`config.mk`:
```
export PLATFORM = sky130hd
export DESIGN_NAME = integer_to_decimal_ascii
export DESIGN_NICKNAME = d
export VERILOG_FILES = /design/src/rtl/i2d_pkg.sv /design/src/rtl/i2d_front.sv /design/src/rtl/i2d_queue.sv /design/src/rtl/i2d_back.sv /design/src/rtl/integer_to_decimal_ascii.sv
export SDC_FILE = /design/constraint.sdc
export NUM_CORES = 1
export LEC_CHECK = 0
export ABC_AREA = 1
export BUFFER_PORTS_ARGS = -buffer_cell sky130_fd_sc_hd__buf_2
export CAP_MARGIN = 20
export CORE_UTILIZATION = 45
export CTS_CLUSTER_SIZE = 10
export DETAILED_ROUTE_END_ITERATION = 10
export REMOVE_ABC_BUFFERS = 1
export SYNTH_ARGS = -nofsm -noshare
export SYNTH_HDL_FRONTEND = slang
export SYNTH_SLANG_ARGS = --single-unit
```
`constraint.sdc`:
```
create_clock -name clk_i -period 12.4 [get_ports clk_i]
set_input_delay 2.48 -clock clk_i [delete_from_list [all_inputs] [get_ports clk_i]]
set_output_delay 2.48 -clock clk_i [all_outputs]
set_load 0.01 [all_outputs]
```
`src/rtl/i2d_pkg.sv`:
```
// Package for the decimal ASCII converter: payload types, constants and the BCD step.
package i2d_pkg;

  // Longest text: twenty digits of an unsigned 64-bit value, or a minus and nineteen digits.
  localparam int unsigned NUM_DIGITS = 20;
  localparam int unsigned DIG_IDX_W  = $clog2(NUM_DIGITS);
  localparam int unsigned CNT_W      = $clog2(NUM_DIGITS + 1);
  localparam int unsigned BCD_W      = 4 * NUM_DIGITS;

  // Double dabble consumes two magnitude bits per cycle.
  localparam int unsigned STEP_W = 5;
  typedef logic [STEP_W-1:0] step_t;
  localparam step_t STEPS_WIDE_LAST   = step_t'(31);
  localparam step_t STEPS_NARROW_LAST = step_t'(15);

  localparam logic [30:0] NEED_32 = 31'd11;
  localparam logic [30:0] NEED_64 = 31'd21;
  localparam logic [30:0] LEN_MAX = 31'h7FFF_FFFF;

  localparam logic [7:0] CHAR_ZERO  = 8'h30;
  localparam logic [7:0] CHAR_MINUS = 8'h2D;
  localparam logic [7:0] CHAR_NONE  = 8'h00;

  // Bit positions inside the mode code.
  localparam int unsigned MODE_SIGNED_BIT = 0;
  localparam int unsigned MODE_WIDE_BIT   = 1;

  localparam int unsigned QUEUE_DEPTH = 2;

  typedef struct packed {
    logic [1:0]  mode;
    logic [63:0] value;
    logic [30:0] space_left;
    logic [30:0] prior_length;
  } item_t;

  typedef struct packed {
    logic [7:0]  char_code;
    logic        last_char;
    logic        accepted;
    logic [30:0] space_after;
    logic [30:0] length_after;
  } result_t;

  // Classified request handed from the front end to the converter.
  typedef struct packed {
    logic        ok;
    logic        neg;
    logic        wide;
    logic [63:0] mag;
    logic [30:0] space;
    logic [30:0] prior;
  } job_t;

  typedef enum logic [1:0] {
    BK_IDLE,
    BK_CONV,
    BK_COUNT,
    BK_EMIT
  } back_state_e;

  // One double dabble step: correct every digit of five or more, then shift in one bit.
  function automatic logic [BCD_W-1:0] dd_step(input logic [BCD_W-1:0] bcd,
                                               input logic bit_in);
    logic [BCD_W-1:0] adj;
    adj = bcd;
    for (int i = 0; i < NUM_DIGITS; i++) begin
      if (bcd[4*i +: 4] >= 4'd5) begin
        adj[4*i +: 4] = bcd[4*i +: 4] + 4'd3;
      end
    end
    return {adj[BCD_W-2:0], bit_in};
  endfunction

endpackage

```
`src/rtl/i2d_front.sv`:
```
// Front end: checks the free space and forms sign and magnitude of the operand.
module i2d_front (
  input  logic          start,
  input  i2d_pkg::item_t item_i,
  input  logic          full_i,
  output logic          busy,
  output logic          push_o,
  output i2d_pkg::job_t job_o
);
  import i2d_pkg::*;

  logic        wide;
  logic        is_signed;
  logic        neg;
  logic [63:0] ext;

  assign wide      = item_i.mode[MODE_WIDE_BIT];
  assign is_signed = item_i.mode[MODE_SIGNED_BIT];
  assign neg       = is_signed & (wide ? item_i.value[63] : item_i.value[31]);

  // Narrow operands are sign or zero extended to 64 bits before negation.
  always_comb begin
    if (wide) begin
      ext = item_i.value;
    end else if (is_signed) begin
      ext = {{32{item_i.value[31]}}, item_i.value[31:0]};
    end else begin
      ext = {32'h0, item_i.value[31:0]};
    end
  end

  assign busy   = full_i;
  assign push_o = start & ~full_i;

  always_comb begin
    job_o.ok    = item_i.space_left >= (wide ? NEED_64 : NEED_32);
    job_o.neg   = neg;
    job_o.wide  = wide;
    job_o.mag   = neg ? (~ext + 64'd1) : ext;
    job_o.space = item_i.space_left;
    job_o.prior = item_i.prior_length;
  end

endmodule

```
`src/rtl/i2d_queue.sv`:
```
// Short queue of classified requests between the front end and the converter.
module i2d_queue #(
  parameter int unsigned DEPTH = i2d_pkg::QUEUE_DEPTH
) (
  input  logic          clk_i,
  input  logic          rst_ni,
  input  logic          push_i,
  input  i2d_pkg::job_t data_i,
  input  logic          pop_i,
  output i2d_pkg::job_t data_o,
  output logic          empty_o,
  output logic          full_o
);
  import i2d_pkg::*;

  localparam int unsigned PTR_W   = $clog2(DEPTH);
  localparam int unsigned COUNT_W = $clog2(DEPTH + 1);

  job_t               entry_q [DEPTH];
  logic [PTR_W-1:0]   wr_ptr_q, wr_ptr_d;
  logic [PTR_W-1:0]   rd_ptr_q, rd_ptr_d;
  logic [COUNT_W-1:0] count_q, count_d;

  assign empty_o = (count_q == '0);
  assign full_o  = (count_q == COUNT_W'(DEPTH));
  assign data_o  = entry_q[rd_ptr_q];

  always_comb begin
    wr_ptr_d = wr_ptr_q;
    rd_ptr_d = rd_ptr_q;
    count_d  = count_q;
    if (push_i) begin
      wr_ptr_d = (wr_ptr_q == PTR_W'(DEPTH - 1)) ? '0 : wr_ptr_q + PTR_W'(1);
    end
    if (pop_i) begin
      rd_ptr_d = (rd_ptr_q == PTR_W'(DEPTH - 1)) ? '0 : rd_ptr_q + PTR_W'(1);
    end
    if (push_i && !pop_i) begin
      count_d = count_q + COUNT_W'(1);
    end else if (pop_i && !push_i) begin
      count_d = count_q - COUNT_W'(1);
    end
  end

  always_ff @(posedge clk_i or negedge rst_ni) begin
    if (!rst_ni) begin
      wr_ptr_q <= '0;
      rd_ptr_q <= '0;
      count_q  <= '0;
    end else begin
      wr_ptr_q <= wr_ptr_d;
      rd_ptr_q <= rd_ptr_d;
      count_q  <= count_d;
    end
  end

  always_ff @(posedge clk_i) begin
    if (push_i) begin
      entry_q[wr_ptr_q] <= data_i;
    end
  end

endmodule

```
`src/rtl/i2d_back.sv`:
```
// Converter: double dabble to BCD, digit count, then one character per cycle.
module i2d_back (
  input  logic             clk_i,
  input  logic             rst_ni,
  input  logic             empty_i,
  input  i2d_pkg::job_t    job_i,
  output logic             pop_o,
  output logic             strobe_o,
  output i2d_pkg::result_t result_o
);
  import i2d_pkg::*;

  back_state_e          state_q, state_d;
  logic [BCD_W-1:0]     bcd_q, bcd_d;
  logic [63:0]          sh_q, sh_d;
  step_t                step_q, step_d;
  logic                 neg_q, neg_d;
  logic [30:0]          space_q, space_d;
  logic [30:0]          prior_q, prior_d;
  logic [30:0]          sp_q, sp_d;
  logic [30:0]          len_q, len_d;
  logic [DIG_IDX_W-1:0] dig_q, dig_d;
  logic                 minus_q, minus_d;
  logic                 strobe_q, strobe_d;
  result_t              res_q, res_d;

  logic [DIG_IDX_W-1:0] top_idx;
  logic [CNT_W-1:0]     n_chars;
  logic [31:0]          len_sum;
  logic [3:0]           digit;

  // Highest nonzero digit; an all-zero value still prints one digit.
  always_comb begin
    top_idx = '0;
    for (int i = 0; i < NUM_DIGITS; i++) begin
      if (bcd_q[4*i +: 4] != 4'd0) begin
        top_idx = DIG_IDX_W'(i);
      end
    end
  end

  assign n_chars = CNT_W'(top_idx) + CNT_W'(1) + CNT_W'(neg_q);
  assign len_sum = {1'b0, prior_q} + 32'(n_chars);
  assign digit   = bcd_q[4*dig_q +: 4];

  always_comb begin
    state_d = state_q;
    unique case (state_q)
      BK_IDLE: begin
        if (!empty_i && job_i.ok) begin
          state_d = BK_CONV;
        end
      end
      BK_CONV: begin
        if (step_q == '0) begin
          state_d = BK_COUNT;
        end
      end
      BK_COUNT: begin
        state_d = BK_EMIT;
      end
      BK_EMIT: begin
        if (!minus_q && dig_q == '0) begin
          state_d = BK_IDLE;
        end
      end
      default: begin
        state_d = BK_IDLE;
      end
    endcase
  end

  always_comb begin
    pop_o    = 1'b0;
    strobe_d = 1'b0;
    res_d    = res_q;
    bcd_d    = bcd_q;
    sh_d     = sh_q;
    step_d   = step_q;
    neg_d    = neg_q;
    space_d  = space_q;
    prior_d  = prior_q;
    sp_d     = sp_q;
    len_d    = len_q;
    dig_d    = dig_q;
    minus_d  = minus_q;
    unique case (state_q)
      BK_IDLE: begin
        if (!empty_i) begin
          pop_o   = 1'b1;
          neg_d   = job_i.neg;
          space_d = job_i.space;
          prior_d = job_i.prior;
          bcd_d   = '0;
          sh_d    = job_i.wide ? job_i.mag : {job_i.mag[31:0], 32'h0};
          step_d  = job_i.wide ? STEPS_WIDE_LAST : STEPS_NARROW_LAST;
          if (!job_i.ok) begin
            strobe_d           = 1'b1;
            res_d.char_code    = CHAR_NONE;
            res_d.last_char    = 1'b1;
            res_d.accepted     = 1'b0;
            res_d.space_after  = job_i.space;
            res_d.length_after = job_i.prior;
          end
        end
      end
      BK_CONV: begin
        bcd_d  = dd_step(dd_step(bcd_q, sh_q[63]), sh_q[62]);
        sh_d   = {sh_q[61:0], 2'b00};
        step_d = step_q - step_t'(1);
      end
      BK_COUNT: begin
        minus_d = neg_q;
        dig_d   = top_idx;
        sp_d    = space_q - 31'(n_chars);
        len_d   = len_sum[31] ? LEN_MAX : len_sum[30:0];
      end
      BK_EMIT: begin
        strobe_d           = 1'b1;
        res_d.accepted     = 1'b1;
        res_d.space_after  = sp_q;
        res_d.length_after = len_q;
        if (minus_q) begin
          res_d.char_code = CHAR_MINUS;
          res_d.last_char = 1'b0;
          minus_d         = 1'b0;
        end else begin
          res_d.char_code = CHAR_ZERO + {4'h0, digit};
          res_d.last_char = (dig_q == '0);
          dig_d           = dig_q - DIG_IDX_W'(1);
        end
      end
      default: begin
        pop_o = 1'b0;
      end
    endcase
  end

  always_ff @(posedge clk_i or negedge rst_ni) begin
    if (!rst_ni) begin
      state_q  <= BK_IDLE;
      strobe_q <= 1'b0;
    end else begin
      state_q  <= state_d;
      strobe_q <= strobe_d;
    end
  end

  always_ff @(posedge clk_i) begin
    res_q   <= res_d;
    bcd_q   <= bcd_d;
    sh_q    <= sh_d;
    step_q  <= step_d;
    neg_q   <= neg_d;
    space_q <= space_d;
    prior_q <= prior_d;
    sp_q    <= sp_d;
    len_q   <= len_d;
    dig_q   <= dig_d;
    minus_q <= minus_d;
  end

  assign strobe_o = strobe_q;
  assign result_o = res_q;

  a_conv_countdown: assert property (@(posedge clk_i) disable iff (!rst_ni)
    (state_q == BK_CONV && step_q != '0) |=>
      (state_q == BK_CONV && step_q == step_t'($past(step_q) - step_t'(1))))
    else $error("conversion step count did not advance by one");

  a_reject_shape: assert property (@(posedge clk_i) disable iff (!rst_ni)
    (strobe_q && !res_q.accepted) |-> (res_q.last_char && res_q.char_code == CHAR_NONE))
    else $error("refused request must give a single empty final result");

  a_emit_strobes: assert property (@(posedge clk_i) disable iff (!rst_ni)
    (state_q == BK_EMIT) |=> (strobe_q && res_q.accepted))
    else $error("character cycle did not produce an accepted result");

  a_last_idles: assert property (@(posedge clk_i) disable iff (!rst_ni)
    (strobe_q && res_q.last_char) |-> (state_q == BK_IDLE))
    else $error("converter still busy after the final character");

endmodule

```
`src/rtl/integer_to_decimal_ascii.sv`:
```
// Top level of the integer to decimal ASCII converter.
//
// Usage: drive a request on req_i and raise start. The request transfers at a
// rising edge where start is high and busy is low. Each request carries a mode
// (32 or 64 bits, signed or unsigned), the value, the free space and the
// running text length. Results leave on res_o, one character per transfer,
// each valid for exactly one cycle while strobe_o is high; the receiver cannot
// stall them, so it must take every strobe. The last character of a request
// has last_char set. A request whose free space is below 11 bytes (32-bit
// modes) or 21 bytes (64-bit modes) gives one refused result instead.
// A front end classifies each request into a two-entry queue; the converter
// then pops it, runs double dabble at two bits per cycle, counts the digits
// and emits the characters of the text, the minus sign first. An accepted
// request holds the converter until its last character has been emitted; a
// refused one is answered when it is popped and leaves the converter idle.
// busy rises only while the queue is full. Reset clears the queue and the
// converter state; no result is pending afterwards.
module integer_to_decimal_ascii #(
  parameter int unsigned QUEUE_DEPTH = i2d_pkg::QUEUE_DEPTH
) (
  input  logic             clk_i,
  input  logic             rst_ni,
  input  logic             start,
  output logic             busy,
  input  i2d_pkg::item_t   req_i,
  output logic             strobe_o,
  output i2d_pkg::result_t res_o
);
  import i2d_pkg::*;

  // Front end to queue.
  logic push;
  logic full;
  job_t job_in;

  // Queue to converter.
  logic pop;
  logic empty;
  job_t job_out;

  i2d_front u_front (
    .start  (start),
    .item_i (req_i),
    .full_i (full),
    .busy   (busy),
    .push_o (push),
    .job_o  (job_in)
  );

  // The queue lets the front end keep taking requests while a long
  // conversion is still emitting characters.
  i2d_queue #(
    .DEPTH (QUEUE_DEPTH)
  ) u_queue (
    .clk_i   (clk_i),
    .rst_ni  (rst_ni),
    .push_i  (push),
    .data_i  (job_in),
    .pop_i   (pop),
    .data_o  (job_out),
    .empty_o (empty),
    .full_o  (full)
  );

  // Results are registered inside the converter, so strobe_o and res_o come
  // straight from flip-flops.
  i2d_back u_back (
    .clk_i    (clk_i),
    .rst_ni   (rst_ni),
    .empty_i  (empty),
    .job_i    (job_out),
    .pop_o    (pop),
    .strobe_o (strobe_o),
    .result_o (res_o)
  );

endmodule

```
==> metrics.md, run 1 <==
| Metric | Value |
|---|---|
| Synthesized area per cell | ~10 um2 |
| Die Y-Extent | between 200 and 300 um |
| Pin count of the biggest net entering global routing | 150 |
| CTS Sinks | around 600 |
| Cell variety after synth | 62 |
| Fin cells | 4238 |
| Fin crit period | between 5 and 6 ns |
| Number of flops mapped to enable cells by yosys | ~600 |
| RePlAce Congestion | between 0.9 and 1 |
| Root buffer cell | clkbuf_16 |
| Post-cts gate resize count | 0 |
| Final setup fails | 0 |
| Net Sw Power | slightly above 4000 uW |
| Crit path DAT | 5.87 ns |
| Crit Path Class | reg -> reg |
| Grt ovf | 0 |
| Slew headroom | 0.289 |
| Synth Cell Area | between 30000 and 40000 um2 |
| Via/cell ratio | roughly 5.3 |
| Clock power share | 0.194 |
| Core Region | about 69000 um2 |
| Power Density | 282 nW/um2 |
| Switching part of the total | 0.415 |
| Util after Layout | 0.515 |
| Final Hold Slack | around 0.5 ns |
| Die footprint | ~70000 um2 |
| Crit Path Max Fanout | 23 |
| Clk_lat worst skew | approximately 0.63 ns |
| Power share of the combinational group | 0.415 |
| Ports | between 200 and 250 |
| RSZ-0062 raised after global routing | false |
| Most common cell after layout, fill and taps aside | nand2_1 |
| Hold Vio Cnt, Final | 0 |
| Avg WL per Cell | ~19 um |
| Class of the worst hold path | reg -> reg |
| Antenna viol nets, final | 0 |
| P&R area growth vs syn | 13.1% |
| I/O Buffers | between 200 and 250 |
| First-pass GRT wire length | about 120000 um |
| Clk_skew | around 0.029 ns |
| Leakage power | between 0.01 and 0.015 uW |
| Die extent in x | about 270 um |
| Startpoint types | register |
| Tot Pwr | between 9000 and 10000 uW |
| CTS tree | yes |
| Slowest-stage cell, CP | inv_1 |
| Clk pin slew, worst setup/hold paths | 0.06 ns |
| Max-cap check violation count | 0 |
| # DRC | 0 |
| Yosys reg bits | between 600 and 700 |
| Placed inst area | roughly 33000 um2 |
| Reg power frac | 0.391 |
| Hpwl dp | approximately 55000 um |
| Worst Path Required | 12.72 ns |
| Max Buffers Root-to-Sink | 3 |
| Vias in the first global route | 22.4k |
| Post-CTS setup buffer count | 0 |
| Share of flip-flops with an asynchronous set or reset | 0.0114 |
| Sequential cell area fraction in the yosys report | 0.589 |
| CP Capture Type | register |
| Via count | around 23k |
| Cells after DPL | 4136 |
| Top FF cell, synth | edfxtp_1 |
| Max Clk Rate | around 180 MHz |
| Initial Util | 0.455 |
| DRT Wirelength | about 80000 um |
| H-Tree Depth | 3 |
| Internal power | about 6000 uW |
| CTS buffer count | 73 |
| Max VDD drop | between 0.2 and 0.25 mV |
| # rows | 96 |
| Hold Buf Count CTS | 0 |
| Top delay family on crit path | simple AND/OR/NAND/NOR gates |
| Tcrit/Tclk final | 0.448 |
| Cell mode on critical path | nand2_1 |
| Slew Viols, Final | 0 |
| Final Cell Area | between 30000 and 40000 um2 |
| NumNets Final | approximately 3.5k |
| Status | completed |
| Worst path bufs/invs | 8 |
| First-pass DRT Iterations | 5 |
| Ys Warns | 0 |
| Fraction of layout cells with a size suffix above 1 | 0.127 |
| Slew @ Worst Pin | 1.07 ns |
| Initial antenna violation count | 5 |
| DR iter-0 viols | about 1.7k |
| Max incr delay on CP | about 0.53 ns |
| Mapped Cells | between 3k and 4k |
| Highest-count cells in the layout ignoring fill and taps | 643 x nand2_1, 608 x edfxtp_1, 300 x inv_1 |
| All-layer global routing usage | 0.226 |
| Filler instances | just over 6k |
sequential cells by signal, indices dropped and copies added, names as in the netlist:
signal and cells:
u_back.minus_q 1, u_back.result_o 70, u_back.dig_q 5, u_back.bcd_q 80
u_back.prior_q 31, u_queue.rd_ptr_q 1, u_back.neg_q 1, u_back.space_q 31
u_back.step_q 5, u_back.sp_q 31, u_queue.wr_ptr_q 1, u_back.state_q 2
u_back.len_q 31, u_back.strobe_o 1, u_back.sh_q 64, u_queue.count_q 2
u_queue.entry_q 258
cells in the mapped netlist, types with 6 or more instances:
library cell  count  area share
nand2_1         643       0.077
edfxtp_1        608        0.58
inv_1           302       0.036
nor2_1          292       0.035
o21ai_0         282       0.045
a21oi_1         168       0.027
xor2_1          107       0.030
ha_1            106       0.042
nand3_1         102       0.016
clkbuf_1         75      0.0090
a31oi_1          69       0.014
xnor2_1          40       0.011
mux2i_1          33       0.011
nor3_1           27      0.0043
or2_2            23      0.0046
nor4_1           20      0.0040
a211oi_1         18      0.0043
a21oi_2          14      0.0039
inv_2            14      0.0017
nand4_1          13      0.0026
buf_1            12      0.0014
o21ai_1          12      0.0019
buf_2             9      0.0014
nor3_2            9      0.0029
dfrtp_1           7      0.0056
nor2_4            7      0.0025
nand3_2           6      0.0019
cell type report:
class	instances	area (um2)	share of cell area
Sequential cell	615	18400	0.521
Clock inverter	11	140	0.00396
Multi-Input combinational cell	2047	11300	0.319
Antenna cell	1	2.50	0.0000707
Clock buffer	90	1940	0.0549
Timing Repair Buffer	225	1200	0.0338
Inverter	318	1200	0.0339
Tap cell	931	1160	0.0329
through the flow:
| step | worst slack, ns | TNS [ns] |
|---|---|---|
| after floorplan | -3.35 | -498.99 |
| after global placement | 6.74 | 0 |
| after detailed placement | 6.68 | 0 |
| after CTS | 6.85 | 0 |
| after global routing | 6.20 | 0 |
| final | 6.85 | 0 |
logic make-up (layout without fill, tap and decap cells):
kind of cell,Yosys count,count (layout),synth area share
xor gates and xnor gates,147,147,0.0412
DFF,615,615,0.589
AOI/OAI and AO/OA,586,586,0.103
other,1,3,0.000120
muxes,33,33,0.0106
adders and majority gates,108,108,0.0437
and+or+nand+nor,1171,1171,0.161
buffers and inverters,418,644,0.0513
worst reg2reg max path: cells and delay by family (launching register included):
kind,cells,cell delay [ns]
compound gates,1,0.20
fa+ha+maj,4,0.78
buf+inv,8,0.98
flops,1,0.45
simple gates,29,2.84
path summary, 6_finish.rpt:
kind | startpoint | endpoint | slack, ns | depth (start not counted)
worst max-delay path | u_back.bcd_q[16] | u_back.len_q[16] | 6.85 | 42
worst min register to register | u_back.sh_q[56] | u_back.sh_q[58] | 0.51 | 2
worst max register to register | u_back.bcd_q[16] | u_back.len_q[16] | 6.85 | 42
min in group asynchronous | rst_ni | u_queue.rd_ptr_q | 1.71 | 1
max in group asynchronous | rst_ni | u_queue.rd_ptr_q | 10.51 | 1
worst min-delay path | u_back.sh_q[56] | u_back.sh_q[58] | 0.51 | 2
power groups by stage:
stage	logic, uW	registers (uW)	clock network, uW
after global routing	4690	3980	2050
after detailed placement	4140	3930	0
after floorplan	2770	4120	0
after CTS	4160	3900	1970
final	4150	3900	1930
after global placement	3960	3920	0
routing by layer:
layer  wire length [um]  GRT usage
met4               1810     0.0612
met2              39000      0.383
met5                 66          0
met3               3740     0.0326
met1              35500      0.304
Note: power is estimated with default switching activity, not from simulation.
==> inputs of run 2 (changes only) <==
- clock period: 12.4 -> 5.5 ns (I/O delays scaled with it)
==> run 2 against run 1 <==
Against the previous run:
- utilization is 0.45 points higher
- final cell count is 0.59% higher
- combinational power is 130% higher
- first-iteration DRC count is 9.1% higher
- final area is 0.88% higher
- critical path type unchanged
- critical endpoint is now u_back.sp_q[28]
- largest power group unchanged
- highest routed layer unchanged
==> metrics.md, run 2 (synthesis gave the netlist of run 1 again) <==
| Metric | Value |
|---|---|
| Final Cell Area | about 36000 um2 |
| Slew @ Worst Pin | roughly 1.0 ns |
| First-pass DRT Iterations | 6 |
| Max Buffers Root-to-Sink | 3 |
| Slew Viols, Final | 0 |
| Grt ovf | 0 |
| Leakage power | between 0.01 and 0.015 uW |
| I/O Buffers | 202 |
| Root buffer cell | clkbuf_16 |
| Fraction of layout cells with a size suffix above 1 | 0.139 |
| Worst path bufs/invs | 5 |
| Crit Path Class | reg -> reg |
| # rows | between 90 and 100 |
| Filler instances | 6189 |
| H-Tree Depth | 3 |
| Die footprint | ~71000 um2 |
| Crit Path Max Fanout | 5 |
| RePlAce Congestion | 0.892 |
| N_diodes | 0 |
| Max Clk Rate | 197 MHz |
| Max-cap check violation count | 0 |
| Top reg by flops | u_queue.entry_q |
| Initial Util | 0.455 |
| Highest-count cells in the layout ignoring fill and taps | 640 x nand2_1, 608 x edfxtp_1, 296 x inv_1 |
| # DRC | 0 |
| Antenna viol nets, final | 0 |
| Pin count of the biggest net entering global routing | 150 |
| Class of the worst hold path | in -> async |
| P&R area growth vs syn | 14.1% |
| Status | completed |
| Max incr delay on CP | 0.46 ns |
| Slowest-stage cell, CP | edfxtp_1 |
| Max VDD drop | about 0.34 mV |
| Fin crit period | slightly above 5 ns |
| Power Density | 635 nW/um2 |
| Most common cell after layout, fill and taps aside | nand2_1 |
| Clk_lat worst skew | around 0.61 ns |
| Hold Vio Cnt, Final | 0 |
| DRT Wirelength | roughly 80000 um |
| Hold Buf Count CTS | 0 |
| Cells after DPL | 4141 |
| Via count | between 20k and 25k |
| NumNets Final | 3542 |
| Hpwl dp | around 55000 um |
| Top delay family on crit path | simple AND/OR/NAND/NOR gates |
| First-pass GRT wire length | between 100000 and 150000 um |
| Placed inst area | about 33000 um2 |
| CTS Sinks | a little over 600 |
| Die extent in x | 266 um |
| Ports | approximately 210 |
| DR top layer | met5 |
| Largest register FFs | between 200 and 300 |
| Clk_skew | slightly below 0.02 ns |
| Clk pin slew, worst setup/hold paths | roughly 0.060 ns |
| Setup tns final | 0 ns |
| Initial antenna violation count | 6 |
| Final worst slack | ~0.43 ns |
| Vias in the first global route | between 20k and 25k |
| DR iter-0 viols | between 1.5k and 2k |
| Core Region | around 69000 um2 |
| Die Y-Extent | around 270 um |
| Avg WL per Cell | 18.8 um |
| Final setup fails | 0 |
| All-layer global routing usage | 0.227 |
| M1 WL | around 35000 um |
| Via/cell ratio | 5.41 |
| CTS buffer count | 73 |
| Worst Path Required | 5.86 ns |
| Startpoint types | register |
| Met2 routed WL | about 39000 um |
| CTS tree | yes |
| Tcrit/Tclk final | 0.922 |
| CP Capture Type | register |
| Routed wl met3 | approximately 4300 um |
| Crit path DAT | ~5.4 ns |
| Fin cells | between 4k and 5k |
| Cell mode on critical path | nand2_1 |
| Post-Place Worst Slack | 0.278 ns |
| Slew headroom | 0.299 |
run 2: cell count changes in the layout (fill, tap and decap cells not counted), sizes merged:
cell    change
buf        +23
diode       -1
inv         +1
clkbuf      +5
clkinv      -3
run 2: final timing paths:
check | slack [ns] | cells past startpoint | to | from
worst min-delay path | 0.34 | 1 | u_queue.count_q[1] | rst_ni
worst max register to register | 0.43 | 39 | u_back.sp_q[28] | u_back.bcd_q[16]
max in group asynchronous | 4.96 | 1 | u_queue.rd_ptr_q | rst_ni
min in group clk_i | 0.51 | 2 | u_back.bcd_q[0] | u_back.sh_q[62]
worst max-delay path | 0.43 | 39 | u_back.sp_q[28] | u_back.bcd_q[16]
worst min register to register | 0.51 | 2 | u_back.bcd_q[0] | u_back.sh_q[62]
run 2: final cells by class:
cell class                      instances  area, um2  share of cell area
Sequential cell                       615      18400               0.517
Clock buffer                           95       1970              0.0553
Tap cell                              931       1160              0.0326
Clock inverter                          9       88.8             0.00249
Inverter                              318       1200              0.0336
Multi-Input combinational cell       2047      11400               0.320
Timing Repair Buffer                  248       1400              0.0392
run 2: timing repair:
item,in CTS,in global routing
buffers inserted,0,18
resized for setup,0,25
endpoints found under the setup margin,0,39
endpoints found under the hold margin,0,0
run 2: through the flow:
step                      hold slack (ns)   util  total power (uW)
after floorplan                     0.481      -             14900
after global placement              0.501  0.486             17900
after detailed placement            0.502  0.486             18300
after CTS                           0.304  0.515             22700
after global routing                0.316  0.519             24300
final                               0.337  0.519             22600
run 2: power breakdown:
part | switching, uW | total (uW) | internal (uW)
Clock | 1840 | 4330 | 2490
Sequential | 955 | 8860 | 7910
Combinational | 6620 | 9450 | 2840
run 2: metal layers:
metal  vias to the layer above  global-route usage
li1                      11015                   -
met1                     11204               0.304
met2                       677               0.381
met3                       152              0.0337
met4                         8              0.0671
met5                         -                   0
run 2: worst register-to-register path: cells and delay by family (launching register included):
kind	cells	cell delay, ns
xor gates and xnor gates	2	0.37
buffers and inverters	5	0.42
adders and majority gates	3	0.50
and+or+nand+nor	27	2.69
AOI/OAI and AO/OA	2	0.38
DFF	1	0.46
